File: src/rtl/assert_macros.svh
// Assertion shorthands for the RTL.
`ifndef ASSERT_MACROS_SVH
`define ASSERT_MACROS_SVH

// Checked on every rising edge outside reset.
`define MJDC_ASSERT(lbl, clk, rst_n, prop) \
    lbl: assert property (@(posedge clk) disable iff (!rst_n) prop) \
        else $error("mjdc assertion failed");

// Checked on every rising edge, reset included.
`define MJDC_ASSERT_ALWAYS(lbl, clk, prop) \
    lbl: assert property (@(posedge clk) prop) \
        else $error("mjdc reset assertion failed");

`endif

File: src/rtl/mjdc_pkg.sv
`default_nettype none

package mjdc_pkg;

    localparam int MJD_W  = 16;
    localparam int TIME_W = 24;
    localparam int BIN_W  = 8;
    localparam int N_W    = 20;   // 20*mjd - 301564 for the whole valid range
    localparam int YR_W   = 8;
    localparam int MON_W  = 4;
    localparam int DAY_W  = 5;
    localparam int K_W    = 9;    // mjd - floor(1461*y/4) - 14956 stays within 123..488
    localparam int NUM_M  = 1 << MON_W;

    localparam logic [MJD_W-1:0] MJD_FIRST_VALID = 16'd15079;

    // Year: floor((20*mjd - 301564) / 7305) via reciprocal and one correction
    localparam logic [N_W-1:0] Y_NUM_OFS = 20'd301564;
    localparam int             Y_DIV     = 7305;
    localparam int             Y_SHIFT   = 32;
    localparam int             P_W       = 2 * N_W;
    localparam logic [N_W-1:0] Y_RECIP   = N_W'((64'd1 << Y_SHIFT) / 64'(Y_DIV));
    localparam int             LIM_W     = N_W + 1;

    localparam int             YD_MUL    = 1461;
    localparam int             YD_W      = 18;
    localparam logic [16:0]    DAY_OFS   = 17'd14956;

    // Month: 30.6001 and the 0.1 of 14956.1 scaled by 10000
    localparam int M_SCALE = 10000;
    localparam int M_STEP  = 306001;
    localparam int M_BIAS  = 1000;

    localparam logic [MON_W-1:0] MON_WRAP_LO = 4'd14;
    localparam logic [MON_W-1:0] MON_WRAP_HI = 4'd15;
    localparam logic [MON_W-1:0] MON_WRAP_SUB = 4'd13;

    typedef logic [NUM_M-1:0][K_W-1:0] t_k_tab;

    // Smallest k with 10000*k - 1000 >= 306001*j
    function automatic t_k_tab thr_init();
        t_k_tab t;
        t = '0;
        for (int j = 1; j < NUM_M; j++) begin
            t[j] = K_W'((M_STEP * j + M_BIAS + M_SCALE - 1) / M_SCALE);
        end
        return t;
    endfunction

    // floor(306001*m / 10000)
    function automatic t_k_tab mofs_init();
        t_k_tab t;
        t = '0;
        for (int j = 0; j < NUM_M; j++) begin
            t[j] = K_W'((M_STEP * j) / M_SCALE);
        end
        return t;
    endfunction

    localparam t_k_tab M_THR = thr_init();
    localparam t_k_tab M_OFS = mofs_init();

    function automatic logic [BIN_W-1:0] bcd_to_bin(input logic [7:0] b);
        return BIN_W'({b[7:4], 3'b000}) + BIN_W'({b[7:4], 1'b0}) + BIN_W'(b[3:0]);
    endfunction

    typedef struct packed {
        logic [BIN_W-1:0] hour;
        logic [BIN_W-1:0] minute;
        logic [BIN_W-1:0] second;
        logic             date_ok;
    } t_side;

    typedef struct packed {
        logic [N_W-1:0]   n;
        logic [MJD_W-1:0] mjd;
        t_side            side;
    } t_front;

    typedef struct packed {
        logic [YR_W-1:0]  q0;
        logic [N_W-1:0]   n;
        logic [MJD_W-1:0] mjd;
        t_side            side;
    } t_quot;

    typedef struct packed {
        logic [YR_W-1:0]  y;
        logic [MJD_W-1:0] mjd;
        t_side            side;
    } t_yr;

    typedef struct packed {
        logic [YR_W-1:0] y;
        logic [K_W-1:0]  k;
        t_side           side;
    } t_kq;

    typedef struct packed {
        logic [YR_W-1:0]  y;
        logic [MON_W-1:0] m;
        logic [K_W-1:0]   k;
        t_side            side;
    } t_mq;

    typedef struct packed {
        logic [YR_W-1:0]  year;
        logic [MON_W-1:0] month;
        logic [DAY_W-1:0] day;
        t_side            side;
    } t_cal;

endpackage

`default_nettype wire

File: src/rtl/mjdc_bcd_time_to_calendar_top.sv
// Converts a Modified Julian Date and a BCD time of day into calendar year
// (from 1900), month, day and binary hour, minute and second, using the
// broadcast Annex C formula in exact integer form. One transaction is taken
// every cycle while o_stall is low. The six register stages are input
// scaling and BCD decode, the year reciprocal multiply, its correction,
// the day-of-year offset, the month threshold count, and the day and
// year-wrap output stage. Each stage holds its own valid bit, so bubbles
// close up under output stall and o_stall rises only once every stage is
// full. Dates before MJD 15079 come out as zero with o_date_valid low; the
// time fields are still decoded, and a nibble above 9 is taken literally.
`default_nettype none
`include "assert_macros.svh"

module mjd_bcd_time_to_calendar_top (
    input  wire logic                         i_clk,
    input  wire logic                         i_rst_n,
    input  wire logic                         i_valid,
    output logic                              o_stall,
    input  wire logic [mjdc_pkg::MJD_W-1:0]   i_mjd,
    input  wire logic [mjdc_pkg::TIME_W-1:0]  i_bcd_time,
    output logic                              o_valid,
    input  wire logic                         i_stall,
    output logic [mjdc_pkg::YR_W-1:0]         o_year_from_1900,
    output logic [mjdc_pkg::MON_W-1:0]        o_month,
    output logic [mjdc_pkg::DAY_W-1:0]        o_day,
    output logic                              o_date_valid,
    output logic [mjdc_pkg::BIN_W-1:0]        o_hour,
    output logic [mjdc_pkg::BIN_W-1:0]        o_minute,
    output logic [mjdc_pkg::BIN_W-1:0]        o_second
);
    import mjdc_pkg::*;

    logic           r_f_v;
    t_front         r_f;
    t_front         n_f;
    logic           s_f_stall;
    logic           s_yd_stall;
    logic           s_yd_v;
    t_yr            s_yd;
    logic           s_md_stall;
    logic           s_md_v;
    t_cal           s_md;
    logic [N_W:0]   s_n20;

    assign s_f_stall = r_f_v && s_yd_stall;

    always_comb begin
        s_n20               = (N_W+1)'({i_mjd, 4'b0000}) + (N_W+1)'({i_mjd, 2'b00});
        n_f.n               = s_n20[N_W-1:0] - Y_NUM_OFS;
        n_f.mjd             = i_mjd;
        n_f.side.date_ok    = (i_mjd >= MJD_FIRST_VALID);
        n_f.side.hour       = bcd_to_bin(i_bcd_time[23:16]);
        n_f.side.minute     = bcd_to_bin(i_bcd_time[15:8]);
        n_f.side.second     = bcd_to_bin(i_bcd_time[7:0]);
    end

    always_ff @(posedge i_clk) begin
        if (!i_rst_n) begin
            r_f_v <= 1'b0;
        end else if (!s_f_stall) begin
            r_f_v <= i_valid;
        end
    end

    always_ff @(posedge i_clk) begin
        if (!s_f_stall && i_valid) r_f <= n_f;
    end

    mjdc_ydiv u_ydiv (
        .i_clk   (i_clk),
        .i_rst_n (i_rst_n),
        .i_valid (r_f_v),
        .i_data  (r_f),
        .o_stall (s_yd_stall),
        .o_valid (s_yd_v),
        .o_data  (s_yd),
        .i_stall (s_md_stall)
    );

    mjdc_mday u_mday (
        .i_clk   (i_clk),
        .i_rst_n (i_rst_n),
        .i_valid (s_yd_v),
        .i_data  (s_yd),
        .o_stall (s_md_stall),
        .o_valid (s_md_v),
        .o_data  (s_md),
        .i_stall (i_stall)
    );

    assign o_stall          = s_f_stall;
    assign o_valid          = s_md_v;
    assign o_year_from_1900 = s_md.year;
    assign o_month          = s_md.month;
    assign o_day            = s_md.day;
    assign o_date_valid     = s_md.side.date_ok;
    assign o_hour           = s_md.side.hour;
    assign o_minute         = s_md.side.minute;
    assign o_second         = s_md.side.second;

    // input back-pressure only ever comes from a held result
    `MJDC_ASSERT(a_stall_src, i_clk, i_rst_n, o_stall |-> o_valid)
    `MJDC_ASSERT(a_inval_zero, i_clk, i_rst_n,
        (o_valid && !o_date_valid) |-> ({o_year_from_1900, o_month, o_day} == '0))
    `MJDC_ASSERT(a_date_range, i_clk, i_rst_n,
        (o_valid && o_date_valid) |-> (o_month >= 4'd1 && o_month <= 4'd12 && o_day != '0))
    `MJDC_ASSERT_ALWAYS(a_rst_empty, i_clk, !i_rst_n |=> !o_valid)

endmodule

`default_nettype wire

File: src/rtl/mjdc_ydiv.sv
`default_nettype none

// Year count: reciprocal multiply, then one compare to fix the low quotient.
module mjdc_ydiv (
    input  wire logic            i_clk,
    input  wire logic            i_rst_n,
    input  wire logic            i_valid,
    input  wire mjdc_pkg::t_front i_data,
    output logic                 o_stall,
    output logic                 o_valid,
    output mjdc_pkg::t_yr        o_data,
    input  wire logic            i_stall
);
    import mjdc_pkg::*;

    logic             r_a_v;
    t_quot            r_a;
    t_quot            n_a;
    logic             r_b_v;
    t_yr              r_b;
    t_yr              n_b;
    logic             s_a_stall;
    logic             s_b_stall;
    logic [P_W-1:0]   s_prod;
    logic [LIM_W-1:0] s_lim;

    assign s_b_stall = r_b_v && i_stall;
    assign s_a_stall = r_a_v && s_b_stall;

    always_comb begin
        s_prod     = P_W'(i_data.n) * P_W'(Y_RECIP);
        n_a.q0     = s_prod[Y_SHIFT +: YR_W];
        n_a.n      = i_data.n;
        n_a.mjd    = i_data.mjd;
        n_a.side   = i_data.side;
    end

    // estimate is never high and at most one low
    always_comb begin
        s_lim    = (LIM_W'(r_a.q0) + LIM_W'(1)) * LIM_W'(Y_DIV);
        n_b.y    = r_a.q0 + YR_W'(LIM_W'(r_a.n) >= s_lim);
        n_b.mjd  = r_a.mjd;
        n_b.side = r_a.side;
    end

    always_ff @(posedge i_clk) begin
        if (!i_rst_n) begin
            r_a_v <= 1'b0;
            r_b_v <= 1'b0;
        end else begin
            if (!s_a_stall) r_a_v <= i_valid;
            if (!s_b_stall) r_b_v <= r_a_v;
        end
    end

    always_ff @(posedge i_clk) begin
        if (!s_a_stall && i_valid) r_a <= n_a;
        if (!s_b_stall && r_a_v)   r_b <= n_b;
    end

    assign o_stall = s_a_stall;
    assign o_valid = r_b_v;
    assign o_data  = r_b;

endmodule

`default_nettype wire

File: src/rtl/mjdc_mday.sv
`default_nettype none

// Day offset within the year, month by threshold count, day and year wrap.
module mjdc_mday (
    input  wire logic            i_clk,
    input  wire logic            i_rst_n,
    input  wire logic            i_valid,
    input  wire mjdc_pkg::t_yr   i_data,
    output logic                 o_stall,
    output logic                 o_valid,
    output mjdc_pkg::t_cal       o_data,
    input  wire logic            i_stall
);
    import mjdc_pkg::*;

    logic             r_a_v;
    t_kq              r_a;
    t_kq              n_a;
    logic             r_b_v;
    t_mq              r_b;
    t_mq              n_b;
    logic             r_c_v;
    t_cal             r_c;
    t_cal             n_c;
    logic             s_a_stall;
    logic             s_b_stall;
    logic             s_c_stall;
    logic [YD_W-1:0]  s_yd;
    logic [16:0]      s_k;
    logic [K_W:0]     s_diff;

    assign s_c_stall = r_c_v && i_stall;
    assign s_b_stall = r_b_v && s_c_stall;
    assign s_a_stall = r_a_v && s_b_stall;

    always_comb begin
        s_yd     = YD_W'(i_data.y) * YD_W'(YD_MUL);
        s_k      = 17'(i_data.mjd) - 17'(s_yd >> 2) - DAY_OFS;
        n_a.y    = i_data.y;
        n_a.k    = s_k[K_W-1:0];
        n_a.side = i_data.side;
    end

    // thresholds rise with the month, so the count is the month index
    always_comb begin
        n_b.m = '0;
        for (int j = 1; j < NUM_M; j++) begin
            n_b.m = n_b.m + MON_W'(r_a.k >= M_THR[j]);
        end
        n_b.y    = r_a.y;
        n_b.k    = r_a.k;
        n_b.side = r_a.side;
    end

    always_comb begin
        s_diff = {1'b0, r_b.k} - {1'b0, M_OFS[r_b.m]};
        n_c.side = r_b.side;
        if (!r_b.side.date_ok) begin
            n_c.year  = '0;
            n_c.month = '0;
            n_c.day   = '0;
        end else begin
            n_c.day = (s_diff[K_W] || s_diff == '0) ? '0 : s_diff[DAY_W-1:0];
            if (r_b.m == MON_WRAP_LO || r_b.m == MON_WRAP_HI) begin
                n_c.year  = r_b.y + YR_W'(1);
                n_c.month = r_b.m - MON_WRAP_SUB;
            end else begin
                n_c.year  = r_b.y;
                n_c.month = (r_b.m != '0) ? r_b.m - MON_W'(1) : '0;
            end
        end
    end

    always_ff @(posedge i_clk) begin
        if (!i_rst_n) begin
            r_a_v <= 1'b0;
            r_b_v <= 1'b0;
            r_c_v <= 1'b0;
        end else begin
            if (!s_a_stall) r_a_v <= i_valid;
            if (!s_b_stall) r_b_v <= r_a_v;
            if (!s_c_stall) r_c_v <= r_b_v;
        end
    end

    always_ff @(posedge i_clk) begin
        if (!s_a_stall && i_valid) r_a <= n_a;
        if (!s_b_stall && r_a_v)   r_b <= n_b;
        if (!s_c_stall && r_b_v)   r_c <= n_c;
    end

    assign o_stall = s_a_stall;
    assign o_valid = r_c_v;
    assign o_data  = r_c;

endmodule

`default_nettype wire

File: config.mk
export PLATFORM = sky130hd
export DESIGN_NAME = mjd_bcd_time_to_calendar_top
export DESIGN_NICKNAME = d
export VERILOG_FILES = /design/src/rtl/mjdc_pkg.sv /design/src/rtl/mjdc_bcd_time_to_calendar_top.sv /design/src/rtl/mjdc_ydiv.sv /design/src/rtl/mjdc_mday.sv
export VERILOG_INCLUDE_DIRS = /design/src /design/src/rtl
export SDC_FILE = /design/constraint.sdc
export NUM_CORES = 1
export LEC_CHECK = 0
export ABC_CLOCK_PERIOD_IN_PS = 5700
export BUFFER_PORTS_ARGS = -buffer_cell sky130_fd_sc_hd__buf_2
export CORE_MARGIN = 2
export CORE_UTILIZATION = 59
export CTS_BUF_LIST = sky130_fd_sc_hd__clkbuf_2 sky130_fd_sc_hd__clkbuf_4 sky130_fd_sc_hd__clkbuf_8
export DETAILED_ROUTE_END_ITERATION = 16
export PLACE_DENSITY = 0.9
export SETUP_SLACK_MARGIN = 0.05
export SLEW_MARGIN = 20
export SYNTH_ARGS = -nofsm -noshare
export SYNTH_HDL_FRONTEND = slang
export SYNTH_SLANG_ARGS = --single-unit
File: constraint.sdc
create_clock -name i_clk -period 5.7 [get_ports i_clk]
set_input_delay 0.57 -clock i_clk [delete_from_list [all_inputs] [get_ports i_clk]]
set_output_delay 0.57 -clock i_clk [all_outputs]
set_load 0.005 [all_outputs]
==> results of run 1 <==
==> registers in the layout, indices dropped and copies added, names as in the netlist, named ones only <==
signal,count
r_f,52
r_f_v,1
u_mday.n_b,42
u_mday.n_c,25
u_mday.o_data,42
u_mday.o_valid,1
u_mday.r_a_v,1
u_mday.r_b,21
u_mday.r_b_v,1
u_ydiv.n_b,34
u_ydiv.o_data,42
u_ydiv.o_valid,1
u_ydiv.r_a,26
u_ydiv.r_a_v,1
==> what timing repair did <==
item / 4_1_cts / 5_1_grt
buffers inserted: 2 / 46
cloned: 0 / 1
endpoints found under the hold margin: 0 / 0
endpoints found under the setup margin: 8 / 17
pin swaps: 2 / 59
gates resized for setup: 5 / 67
==> layer usage <==
metal	part of all wire, %	routed length, µm	track usage (%)
met5	0	0	0
met4	5.4	2450	9.54
met3	6.7	3050	3.75
met2	51	23300	41.5
met1	37	16900	28.8
==> path summary, 6_finish.rpt <==
kind	startpoint	end	slack (ns)	cells past startpoint
max	r_f[51]$_DFFE_PP_	u_ydiv.r_a[68]$_DFFE_PP_	-0.06	20
min	i_bcd_time[0]	r_f[1]$_DFFE_PP_	0.18	1
max reg2reg	r_f[51]$_DFFE_PP_	u_ydiv.r_a[68]$_DFFE_PP_	-0.06	20
min reg2reg	r_f[30]$_DFFE_PP_	u_ydiv.n_b[30]$_DFFE_PP_	0.39	0
==> placed cells by master (no fill, tap or decap), drive strengths merged, types with 10 or more instances in the layout <==
cell	n
dfxtp	15
nand4	13
fa	159
xor2	27
xnor2	75
nand2	38
a21o	34
o21ai	26
inv	296
nor2	38
and2	14
nand3	21
edfxtp	284
clkinv	18
o21bai	12
ha	338
clkbuf	61
buf	178
nor2b	18
a21oi	73
o21a	10
==> area by class of cell <==
class                      instances  area share [%]
timing repair buffer             179            5.08
tap                              455            2.42
inverter                         296            4.72
clock inverter                    21           0.542
multi-input combinational        981            46.5
antenna                            1          0.0106
clock buffer                      60            3.19
sequential                       299            37.5
==> through the flow <==
step / util (%) / hold WS, ns
after floorplan: - / 0.400
after global placement: 63.7 / 0.401
after CTS: 66.3 / 0.164
after detailed placement: 63.7 / 0.405
final: 68.5 / 0.184
after global routing: 68.5 / 0.151
==> cells by family (layout without fill, tap and decap cells) <==
kind of cell	count (synthesis)	in the layout
xor gates and xnor gates	102	102
and+or+nand+nor	175	175
other	0	1
DFF	299	299
adders and majority gates	497	497
muxes	6	6
buffers and inverters	310	556
AOI/OAI and AO/OA	201	201
==> out/metrics.cfg, run 1 <==
[sta]
fin_crit_ns=5.76
tightest_slew_ns=0.822
timing.final.crit_share_pct=101
setup_viol=3
clock-skew-final_ns=0.0468
hold_viol_final=0
finalWorstSetupSlack_ns=-0.0642
max_freq_mhz=173
slew_headroom_pct=45.2
fin_tns_setup_ns=-0.150
report.final.slew_viol_count=0

[critical_path]
crit_chain=buf_4 > buf_6 > fa_1 > inv_2 > fa_2 > fa_1 > inv_1 > fa_2 > fa_1 > fa_1 > ha_4 > nand2_1 > nor3_2 > nand4_1 > a211oi_2 > nor3_2 > o31ai_1 > buf_4 > o31ai_2 > xnor2_1
crit_type=reg2reg
critPathRequiredTime_ns=6.05
cp_common_cell=fa_1
slowest_stage=fa_1
critPathTopFamily=adder cells
max_stage_delay_ns=0.59
endpoint_kind=register
worst-path-buf-inv=5
arrival_ns=6.12
crit_fanout=5
critPathLaunchType=register

[grt]
overflow=0
grt_pass1_vias=13400
grt_usage_pct=23.5
antenna_found_initial=0
grt_max_degree=61
grt_pass1_wl_um=66400

[place]
gp_congestion=0.898
post-place-ws_ns=0.0539
dp.cells=2161
hpwl_um=30900
place_area_um2=21900
port_buffers=87

[route]
drc=0
wire_per_inst_um=19.9
vias=13300
initialDrtViolationCount=975
viasPerCell=5.79
routed_wl_um=45600
first_pass_iters=7
ant_nets=0

[clock_network]
hold_buffers=0
cts_buffers=47
cts_buffer_depth=3
clk_latency_ns=0.60
cts_tree=yes
clkSinkCount=299
htreeDepth=2
cts-root-buf=clkbuf_8
clk_pin_slew_ns=0.06

[layout]
final_area_um2=23500
multi_input_area_um2=11000
register_area_um2=8830
fill_cells=2148
final_nets=2345
final_cells=2292
drive_gt1_share_pct=17.6
syn_to_final_growth_pct=14.6

[job]
cap_viol_max_count=0

[logic_synthesis]
synth_ff_type=edfxtp_1
synth_top_family_by_area=adder cells
ys_async_sr_fraction_pct=0
synth.area.mux_share_pct=0.359
synthesis.nets=2131
syn_inst=1590
synth.yosys.seq_area_share_pct=43.0
synth_compound_area_share_pct=6.29
synth_xor_area_share_pct=4.35
synth_area_leaders=edfxtp_1 (42%), ha_1 (21%), fa_1 (15%)
synth_top_area_cell=edfxtp_1
synth_common_cells=ha_1 (338), inv_1 (296), edfxtp_1 (284), fa_1 (159), xnor2_1 (75)
yosysMostFrequentCell=ha_1
synth-edff-count=284
yosysWarnings=0
syn_area_um2=20500
synth_cell_types=52
synth-adder-area-share_pct=36.1
synthSimpleGateAreaFrac_pct=4.28
postSynthAreaPerCell_um2=12.9
synth_seq_cells=299
synth_top_cell_area_share_pct=41.5

[floorplanning]
core_um2=34400
num_rows=68
die_area_um2=36300
die_w_um=191
start_util_pct=59.8
io_pins=88
die_height_um=191

[outcome]
outcome=complete, but fails checks
violations=negative setup slack

[hold_path]
hold_class=in2reg

Power of run 1 is not shown: default switching activity piles up to over one toggle a cycle in this logic, so the estimate is an artifact.
==> run 2, diff against run 1 <==
Settings changed: CELL_PAD_IN_SITES_DETAIL_PLACEMENT set to 0, CELL_PAD_IN_SITES_GLOBAL_PLACEMENT set to 1, CORE_UTILIZATION 59 to 49.
==> out/metrics.cfg, run 2 (synthesized netlist as in run 1, its figures left out) <==
[route]
dr.max_layer_used=met4
routed_wl_um=37500
route.met3.wl_um=1590
first_pass_iters=4
ant_nets=0
wl_met1_um=16300
vias=12000
met2_length_um=18800
drc=0
wire_per_inst_um=15.9
viasPerCell=5.08
initialDrtViolationCount=544

[sta]
clock-skew-final_ns=0.0432
slew_headroom_pct=32.7
finalWorstSetupSlack_ns=0.188
timing.final.crit_share_pct=96.7
setup_viol=0
tightest_slew_ns=1.01
max_freq_mhz=181
report.final.slew_viol_count=0
hold_viol_final=0
fin_crit_ns=5.51

[layout]
final_cell_mix=ha_1 (323), inv_1 (293), edfxtp_1 (284), fa_1 (152), buf_2 (87)
final_cells=2357
diodes=0
largest_reg_flops=52
layout_commonest_cell=ha_1
syn_to_final_growth_pct=14.3
final_nets=2322
fill_cells=3346
drive_gt1_share_pct=16.1
largest-register=r_f

[hold_path]
hold_class=in2reg
min_to=r_f[9]$_DFFE_PP_
min-delay-start=i_bcd_time[8]
min_delay_path_depth=1

[clock_network]
clkSinkCount=299
cts_buffer_depth=3
hold_buffers=0
clk_pin_slew_ns=0.06
clk_latency_ns=0.58
cts_tree=yes
htreeDepth=2
cts_buffers=48
cts-root-buf=clkbuf_8

[critical_path]
slowest_stage=fa_1
r2r-end=u_ydiv.r_a[68]$_DFFE_PP_
critPathLaunchType=register
rr_worst_depth=19
crit_chain=fa_1 > inv_1 > fa_2 > fa_1 > inv_1 > fa_2 > fa_2 > fa_1 > ha_4 > buf_4 > a21oi_1 > o21ai_1 > nand2_1 > a21oi_1 > nor3_4 > o31ai_2 > buf_4 > o31ai_2 > xnor2_1
max_stage_delay_ns=0.59
critPathRequiredTime_ns=6.03
rr_startpoint=r_f[52]$_DFFE_PP_
crit_type=reg2reg
endpoint_kind=register
arrival_ns=5.84
rrSetupSlack_ns=0.19
crit_fanout=5

[outcome]
outcome=completed

[job]
cap_viol_max_count=0

[floorplanning]
num_rows=75
io_pins=88
die_height_um=209
core_um2=41700
die_w_um=209
die_area_um2=43600
start_util_pct=49.3

[place]
post-place-ws_ns=-0.0140
hpwl_um=29700
dp.cells=2248
gp_congestion=0.847
port_buffers=87

[grt]
overflow=0
antenna_found_initial=0
grt_pass1_wl_um=62400
grt_max_degree=61
grt_pass1_vias=12800
grt_usage_pct=17.8

## run 2: cell type report
cell class | instances | area (µm²) | area share, %
well taps | 539 | 674 | 2.87
inverters | 296 | 1110 | 4.73
clock buffers | 70 | 845 | 3.60
flip-flops and latches | 299 | 8830 | 37.6
repair buffers | 155 | 972 | 4.14
clock inverters | 17 | 136 | 0.581
multi-input cells | 981 | 10900 | 46.5
## run 2: what timing repair did
action / 4_1_cts / 5_1_grt
setup buffers: 1 / 22
resized for setup: 4 / 50
pin swaps: 0 / 44
endpoints found under the setup margin: 7 / 13
## run 2: worst max-delay path, delay by kind of cell (launching register included)
family                     cells  cell delay [ns]
AOI/OAI and AO/OA              5             0.61
xor gates and xnor gates       1             0.08
adders and majority gates      7             3.30
buffers and inverters          4             0.40
DFF                            1             0.50
and+or+nand+nor                2             0.37
## run 2: how the worst max path moves through the flow
stage	startpoint	end	slack [ns]	cells after the start
2_1_floorplan	u_ydiv.r_a[63]$_DFFE_PP_	u_ydiv.o_data[45]$_DFFE_PP_	0.12	29
3_3_place_gp	r_f[54]$_DFFE_PP_	u_ydiv.r_a[68]$_DFFE_PP_	0.03	18
3_5_place_dp	r_f[54]$_DFFE_PP_	u_ydiv.r_a[68]$_DFFE_PP_	-0.01	18
4_1_cts	r_f[54]$_DFFE_PP_	u_ydiv.r_a[67]$_DFFE_PP_	0.05	19
5_1_grt	u_ydiv.r_a[61]$_DFFE_PP_	u_ydiv.o_data[45]$_DFFE_PP_	-0.008	24
6_report	r_f[52]$_DFFE_PP_	u_ydiv.r_a[68]$_DFFE_PP_	0.19	19
## run 2: metrics by stage
stage | cell area (µm²) | util, % | hold WS, ns | TNS, ns
global route | 23500 | 56.3 | 0.148 | -0.00827
floorplan | 20600 | - | 0.400 | 0
CTS | 23000 | 55.2 | 0.141 | 0
finish | 23500 | 56.3 | 0.181 | 0
detailed placement | 22000 | 52.8 | 0.405 | -0.0140
global placement | 22000 | 52.8 | 0.401 | 0
## run 2: metal layers
metal | vias to the layer above | GRT usage, %
li1 | 5869 | -
met1 | 5813 | 22.7
met2 | 237 | 31.0
met3 | 63 | 3.05
met4 | 0 | 5.69
met5 | - | 0
Power of run 2 is left out for the same reason.
==> run 3, diff against run 2 <==
Settings changed: CELL_PAD_IN_SITES_DETAIL_PLACEMENT 0 to 1.
==> out/metrics.cfg, run 3 (synthesized netlist as in run 1, its figures left out) <==
[clock_network]
htreeDepth=2
clkSinkCount=299
cts_tree=yes
cts_buffer_depth=3
cts_buffers=48
hold_buffers=0
clk_latency_ns=0.68
clk_pin_slew_ns=0.08
cts-root-buf=clkbuf_8

[critical_path]
endpoint_kind=register
critPathTopFamily=adder cells
max_stage_delay_ns=0.67
critPathLaunchType=register
critPathRequiredTime_ns=6.11
slowest_stage=fa_1
worst-path-buf-inv=5
r2r-end=u_ydiv.r_a[68]$_DFFE_PP_
rrSetupSlack_ns=-0.71
crit_type=reg2reg
rr_worst_depth=20
rr_startpoint=r_f[54]$_DFFE_PP_
crit_chain=buf_6 > buf_4 > ha_1 > inv_1 > fa_1 > inv_1 > fa_1 > fa_1 > ha_1 > ha_1 > ha_1 > nand3_4 > nor3_4 > nand4_1 > a211oi_2 > nor3_4 > o31ai_4 > buf_6 > o31ai_4 > xnor2_1
arrival_ns=6.82
cp_common_cell=ha_1
crit_fanout=6
worst-path-stages=20

[floorplanning]
die_w_um=209
num_rows=75
die_area_um2=43600
start_util_pct=49.3
io_pins=88
die_height_um=209
core_um2=41700

[hold_path]
min-delay-start=i_bcd_time[0]
min_delay_path_depth=1
hold_class=in2reg
min_to=r_f[1]$_DFFE_PP_

[route]
vias=15300
routed_wl_um=83100
initialDrtViolationCount=1369
wire_per_inst_um=34.6
viasPerCell=6.37
ant_nets=0
drc=0
first_pass_iters=7

[layout]
final_cells=2400
drive_gt1_share_pct=21.2
largest_reg_flops=52
largest-register=r_f
final_cell_mix=ha_1 (315), inv_1 (287), edfxtp_1 (284), fa_1 (148), buf_4 (99)
layout_commonest_cell=ha_1
syn_to_final_growth_pct=18.0
fill_cells=4133
final_nets=2366

[grt]
grt_pass1_wl_um=105000
grt_max_degree=61
grt_pass1_vias=17100
grt_usage_pct=32.9
antenna_found_initial=4
overflow=0

[place]
hpwl_um=41700
port_buffers=87
gp_congestion=0.847
dp.cells=2248

[sta]
report.final.slew_viol_count=0
rsz0062_at_grt=yes
setup_viol=25
max_freq_mhz=156
slew_headroom_pct=34.4
clock-skew-final_ns=0.0528
tightest_slew_ns=0.984
fin_tns_setup_ns=-9.14
fin_crit_ns=6.41
finalWorstSetupSlack_ns=-0.711
timing.final.crit_share_pct=112
hold_viol_final=0

[outcome]
violations=negative setup slack
outcome=complete, but fails checks

[job]
cap_viol_max_count=0

==> run 3: changes by cell type in the layout (fill, tap and decap cells not counted), moves of 5 or more <==
cell | previous run | this run
a21oi_1 | 67 | 58
a21oi_2 | 5 | 11
buf_4 | 62 | 99
buf_6 | 5 | 11
clkbuf_4 | 19 | 10
clkinv_2 | 4 | 12
ha_1 | 323 | 315
ha_4 | 12 | 19
inv_1 | 293 | 287
nand2_1 | 38 | 33
nand3_1 | 19 | 12
xnor2_1 | 72 | 65
xnor2_2 | 3 | 9
==> run 3: worst max-delay path by stage <==
stage | to | startpoint | slack [ns]
after floorplan | u_ydiv.o_data[45]$_DFFE_PP_ | u_ydiv.r_a[63]$_DFFE_PP_ | 0.12
after global placement | u_ydiv.r_a[68]$_DFFE_PP_ | r_f[54]$_DFFE_PP_ | 0.03
after detailed placement | u_ydiv.r_a[67]$_DFFE_PP_ | r_f[54]$_DFFE_PP_ | -0.19
after CTS | u_ydiv.r_a[67]$_DFFE_PP_ | r_f[52]$_DFFE_PP_ | 0.04
after global routing | u_ydiv.r_a[68]$_DFFE_PP_ | r_f[59]$_DFFE_PP_ | -0.90
final | u_ydiv.r_a[68]$_DFFE_PP_ | r_f[54]$_DFFE_PP_ | -0.71
==> run 3: layer usage <==
layer	vias to the layer above	global-route usage [%]	share of wire [%]
li1	5943	-	-
met1	7491	32.3	31
met2	1197	58.2	47
met3	638	7.02	10
met4	8	30.1	12
met5	-	0.445	0.059
==> run 3: final cells by class <==
cell class | count | area (µm²) | area share, %
Sequential cell | 299 | 8830 | 36.4
Clock inverter | 23 | 145 | 0.599
Timing Repair Buffer | 199 | 1350 | 5.56
Tap cell | 539 | 674 | 2.78
Multi-Input combinational cell | 981 | 11300 | 46.8
Antenna cell | 1 | 2.50 | 0.0103
Inverter | 296 | 1110 | 4.60
Clock buffer | 62 | 791 | 3.26
==> run 3: stage by stage <==
step | util, % | setup WS [ns] | cell area [µm²] | hold WS, ns
finish | 58.2 | -0.711 | 24200 | 0.101
global route | 58.2 | -0.900 | 24200 | 0.107
CTS | 56.6 | 0.0378 | 23600 | 0.0940
detailed placement | 52.8 | -0.193 | 22000 | 0.405
global placement | 52.8 | 0.0339 | 22000 | 0.401
floorplan | - | 0.120 | 20600 | 0.400
==> run 3: timing repair <==
| action | CTS | global route |
|---|---|---|
| resized for setup | 65 | 83 |
| setup endpoints to repair | 17 | 18 |
| cloned | 0 | 1 |
| buffers inserted | 34 | 32 |
| pin swaps | 40 | 58 |
Power of run 3 is left out for the same reason.
